==> config.mk <==
export PLATFORM = sky130hd
export DESIGN_NAME = mmrc_result
export DESIGN_NICKNAME = d
export VERILOG_FILES = /design/src/design/mmrc_pkg.sv /design/src/design/mmrc_result.sv
export SDC_FILE = /design/constraint.sdc
export NUM_CORES = 1
export LEC_CHECK = 0
export BUFFER_PORTS_ARGS = -buffer_cell sky130_fd_sc_hd__buf_4
export CORE_AREA = 3 3 175 177
export DETAILED_ROUTE_END_ITERATION = 10
export DIE_AREA = 0 0 178 180
export PLACE_DENSITY = 0.64
export SETUP_SLACK_MARGIN = 0.4
export SLEW_MARGIN = 10
export SYNTH_ARGS = -nofsm -noshare
export SYNTH_HDL_FRONTEND = slang
export SYNTH_SLANG_ARGS = --single-unit
==> constraint.sdc <==
create_clock -name clk -period 4.55 [get_ports clk]
set_clock_uncertainty 0.1 [all_clocks]
set_input_delay 0.91 -clock clk [delete_from_list [all_inputs] [get_ports clk]]
set_output_delay 0.91 -clock clk [all_outputs]
set_load 0.005 [all_outputs]
==> src/design/mmrc_pkg.sv <==
// mmrc_pkg: shared constants, types and the crc-16 byte update for the
// modbus reply checker. no dependencies.
`default_nettype none

package mmrc_pkg;

  localparam int FRAME_BYTES = 32;
  localparam int COUNT_W     = $clog2(FRAME_BYTES + 1);
  localparam int INDEX_W     = $clog2(FRAME_BYTES);

  localparam logic [15:0] CRC_INIT = 16'hFFFF;
  localparam logic [15:0] CRC_POLY = 16'hA001;

  localparam logic [7:0] BROADCAST_ADDR  = 8'hF8;
  localparam logic [7:0] RESET_EXP_ADDR  = 8'hF8;
  localparam logic [5:0] RESET_EXP_LEN   = 6'd23;
  localparam logic [COUNT_W-1:0] METRICS_LEN    = COUNT_W'(23);
  localparam logic [COUNT_W-1:0] MIN_WORD_LEN   = COUNT_W'(5);
  localparam logic [COUNT_W-1:0] MIN_FRAME_LEN  = COUNT_W'(3);
  localparam logic [COUNT_W-1:0] STORE_LIMIT    = COUNT_W'(FRAME_BYTES);

  typedef enum logic [2:0] {
    STATUS_OK      = 3'd0,
    STATUS_TIMEOUT = 3'd1,
    STATUS_LENGTH  = 3'd2,
    STATUS_CRC     = 3'd3,
    STATUS_ADDRESS = 3'd4
  } status_t;

  typedef enum logic {
    CMD_BYTE = 1'b0,
    CMD_END  = 1'b1
  } cmd_t;

  typedef enum logic {
    REG_EXP_ADDR = 1'b0,
    REG_EXP_LEN  = 1'b1
  } reg_index_t;

  typedef struct packed {
    logic [7:0] expected_address;
    logic [5:0] expected_length;
  } cfg_t;

  typedef struct packed {
    logic [COUNT_W-1:0]           count;
    logic [15:0]                  crc;
    logic [FRAME_BYTES-1:0][7:0]  bytes;
  } frame_t;

  function automatic logic [15:0] crc16_update(logic [15:0] crc, logic [7:0] data);
    logic [15:0] c;
    c = crc ^ {8'h00, data};
    for (int i = 0; i < 8; i++) begin
      c = c[0] ? ((c >> 1) ^ CRC_POLY) : (c >> 1);
    end
    return c;
  endfunction

endpackage

`default_nettype wire

==> src/design/mmrc_result.sv <==
// mmrc_result: end-of-frame checks, address capture and the result register.
// depends on mmrc_pkg.
`default_nettype none

module mmrc_result
  import mmrc_pkg::*;
(
  input  logic         clk,
  input  logic         rst,
  input  logic         end_beat,
  input  frame_t       frame,
  input  cfg_t         cfg,
  input  logic         result_ready,
  output logic         result_valid,
  output logic [2:0]   status,
  output logic [7:0]   device_address,
  output logic [5:0]   byte_count,
  output logic [15:0]  first_word,
  output logic [31:0]  current_raw,
  output logic [31:0]  power_raw,
  output logic [31:0]  energy_raw,
  output logic [15:0]  frequency_raw,
  output logic [15:0]  power_factor_raw
);

  logic [7:0]         last_address;
  logic [7:0]         last_address_next;
  status_t            status_next;
  logic [COUNT_W-1:0] n;
  logic               word_ok;
  logic               metrics_ok;

  assign n = frame.count;

  always_comb begin
    last_address_next = last_address;
    if (n == '0) begin
      status_next = STATUS_TIMEOUT;
    end else if (n != COUNT_W'(cfg.expected_length)) begin
      status_next = STATUS_LENGTH;
    end else if ((n < MIN_FRAME_LEN) || (frame.crc != 16'h0000)) begin
      status_next = STATUS_CRC;
    end else begin
      last_address_next = frame.bytes[0];
      if ((cfg.expected_address != BROADCAST_ADDR) &&
          (cfg.expected_address != frame.bytes[0])) begin
        status_next = STATUS_ADDRESS;
      end else begin
        status_next = STATUS_OK;
      end
    end
  end

  assign word_ok    = (status_next == STATUS_OK) && (n >= MIN_WORD_LEN);
  assign metrics_ok = (status_next == STATUS_OK) && (n == METRICS_LEN);

  always_ff @(posedge clk) begin
    if (rst) begin
      last_address <= '0;
      result_valid <= 1'b0;
    end else if (end_beat) begin
      last_address <= last_address_next;
      result_valid <= 1'b1;
    end else if (result_ready) begin
      result_valid <= 1'b0;
    end
  end

  always_ff @(posedge clk) begin
    if (end_beat) begin
      status         <= status_next;
      device_address <= last_address_next;
      byte_count     <= 6'(n);
      first_word     <= word_ok ? {frame.bytes[3], frame.bytes[4]} : 16'h0000;
      current_raw    <= metrics_ok ?
                        {frame.bytes[7], frame.bytes[8], frame.bytes[5], frame.bytes[6]} :
                        32'h0;
      power_raw      <= metrics_ok ?
                        {frame.bytes[11], frame.bytes[12], frame.bytes[9], frame.bytes[10]} :
                        32'h0;
      energy_raw     <= metrics_ok ?
                        {frame.bytes[15], frame.bytes[16], frame.bytes[13], frame.bytes[14]} :
                        32'h0;
      frequency_raw    <= metrics_ok ? {frame.bytes[17], frame.bytes[18]} : 16'h0000;
      power_factor_raw <= metrics_ok ? {frame.bytes[19], frame.bytes[20]} : 16'h0000;
    end
  end

endmodule

`default_nettype wire

==> impl_metrics.ini <==
[worst_hold_path]
min_from = last_address[0]$_SDFFE_PP0P_
min_path_cells = 2
hold_path_class = flop to flop

[synthesis]
syn-cell-area_sq_um = 7650
ys_top_cells_by_area = edfxtp_1, nor4_2, nor4_1
synth-edff-count = 161
synth_top_area_cell = edfxtp_1
syn_area_per_cell_sq_um = 13.1
synth.distinct_cells = 26
synthFlopType = edfxtp_1
synthArstFlopShare_pct = 0
synth_top_area_share_pct = 63.2
ys_warn_count = 0
syn_inst = 584
synth.net_count = 880
synth.most_common_cell = edfxtp_1
ys_seq_area_share_pct = 65.5
yosys-top-cells-count = edfxtp_1, inv_1, nor4_1
synth-seq-cells = 170

[timing]
finalSetupTns_ps = 0
rsz0062_at_grt = no
slew_headroom_pct = 27.9
timing.final.ws_setup_ps = 1450
fin_hold_ws_ps = 374
period_share_pct = 68.1
fmax_ghz = 0.323
slew_viol_final = 0
finalSetupViolCount = 0
tightest_slew_ps = 1080
hold_viol_final = 0
min_period_ps = 3100

[global_route]
gr-total-overflow = 0
grt_start_max_net_pins = 84
antenna_found_initial = 0
grt_pass1_wl_um = 32900
first_global_vias = 5688
grt.total_usage_pct = 13.3

[drt]
via_count = 5687
viasPerCell = 4.31
drtIter0Drc = 273
drt-pass1-iter-count = 4
antenna_left = 0
drc = 0
wl_per_cell_um = 16.9
drt-total-wl_um = 22300

[power]
powerDensity_nw_per_um2 = 324
power_frac_comb_pct = 10.2
p_switching_mw = 0.868
clock_power_share_pct = 40.4
p_seq_share_pct = 49.5
swShare_pct = 23.8
p_int_mw = 2.77
ir_drop_mv = 0.180
leakage_nw = 4.62

[floorplan]
die_w_um = 178
core_area_sq_um = 29400
start_util_pct = 26.0
dieArea_sq_um = 32000
die_y_um = 180
io_pins = 458
rows = 63

[cts]
cts_root_buf = clkbuf_16
h-tree-depth = 4
post_cts_buffers = 0
cts.clk_slew.worst_paths_ps = 70
cts_tree = yes
post_cts_resized = 0
clk_path_buf_depth = 2
hold_buffers = 0
clk_latency_ps = 420
clock_sinks = 170
numCtsBuffers = 17

[worst_setup_path]
cp.required_ps = 4670
cp_max_fo = 75
crit_type = primary input to flop
r2r_cells = 1
r2r_slack_ps = 3600
crit_path_end_kind = flop
timing.rr.start = last_address[4]$_SDFFE_PP0P_
startpoint = frame[257]
start_kind = primary input
crit_arrival_ps = 3220

[status]
run_status = complete, no violations

[finish]
diodes = 0
finish.instance_area_sq_um = 11200
final_util_pct = 38.3
fill_cells = 2840
drive_gt1_share_pct = 50.1
nNetsFinal = 1212
syn2layout_area_growth_pct = 46.9

[place]
dpl_cell_area_sq_um = 10700
dp_slack_ps = 956
dp_hpwl_um = 15600
globalplace.congestion = 0.743
port-buffer-count = 353

[flow_run]
cap_violations = 0
-- per-stage QoR --
step | cells | power (mW)
finish | 1319 | 3.64
detailed placement | 1287 | 2.21
global route | 1319 | 3.80
CTS | 1319 | 3.70
global placement | 1287 | 2.21
floorplan | 584 | 1.90
-- cells by family after synthesis --
kind of cell / count (synthesis) / synth area share, %
flip-flops: 170 / 65.5
AND/OR/NAND/NOR: 184 / 19.8
multiplexers: 16 / 2.22
buffers and inverters: 194 / 10.3
AO/OA/AOI/OAI: 6 / 0.490
XOR/XNOR: 14 / 1.60
-- cell usage in the layout (no fill, tap or decap), types with 2 or more instances in the layout --
| cell type | netlist | layout |
|---|---|---|
| xnor2_1 | 6 | 6 |
| inv_6 | 0 | 5 |
| inv_1 | 145 | 145 |
| clkinvlp_4 | 0 | 2 |
| o21ai_0 | 2 | 2 |
| nand2b_1 | 17 | 17 |
| buf_4 | 0 | 359 |
| mux2_2 | 8 | 8 |
| nor4_1 | 92 | 92 |
| nor2_1 | 4 | 4 |
| dfxtp_1 | 9 | 9 |
| clkinv_4 | 0 | 2 |
| buf_12 | 0 | 2 |
| inv_8 | 0 | 4 |
| nor4_2 | 60 | 59 |
| xor2_1 | 8 | 8 |
| clkbuf_16 | 0 | 17 |
| mux2i_1 | 8 | 8 |
| nand4_1 | 4 | 4 |
| edfxtp_1 | 161 | 161 |
-- layer usage --
metal | track usage (%) | wire, um
met5 | 0 | 0
met4 | 3.80 | 308
met3 | 4.67 | 2120
met2 | 22.1 | 10700
met1 | 16.4 | 9140
-- power by group through the flow --
| stage | clock network (mW) | logic [mW] | registers, mW |
|---|---|---|---|
| 6_report | 1.47 | 0.370 | 1.80 |
| 5_1_grt | 1.59 | 0.403 | 1.81 |
| 4_1_cts | 1.52 | 0.377 | 1.80 |
| 3_5_place_dp | 0 | 0.376 | 1.84 |
| 3_3_place_gp | 0 | 0.375 | 1.83 |
| 2_1_floorplan | 0 | 0.0571 | 1.85 |
-- critical path: stages --
cell	delay [ps]
buf_4	110
nor4_1	290
nand4_1	260
or4_4	890
buf_12	350
nor4_1	340
-- path summary, 6_finish.rpt --
check | to
worst min register to register | last_address[0]$_SDFFE_PP0P_
worst max-delay path | first_word[0]$_SDFFCE_PN0P_
worst max register to register | device_address[4]$_DFFE_PP_
worst min-delay path | last_address[0]$_SDFFE_PP0P_
-- flip-flops by register name, indices dropped and copies added (netlist names), 8 cells and up --
| name | flops |
|---|---|
| current_raw | 32 |
| device_address | 8 |
| first_word | 16 |
| energy_raw | 32 |
| frequency_raw | 16 |
| power_raw | 32 |
| power_factor_raw | 16 |
| last_address | 8 |
-- layout make-up --
cell class / count / area, sq um / area share, %
clock inverter: 15 / 156 / 1.39
tap: 390 / 488 / 4.34
multi-input combinational: 220 / 1870 / 16.7
timing repair buffer: 362 / 2750 / 24.4
sequential: 170 / 5010 / 44.6
clock buffer: 17 / 425 / 3.78
inverter: 145 / 544 / 4.84
No activity file was read; power rests on OpenSTA's default activity.
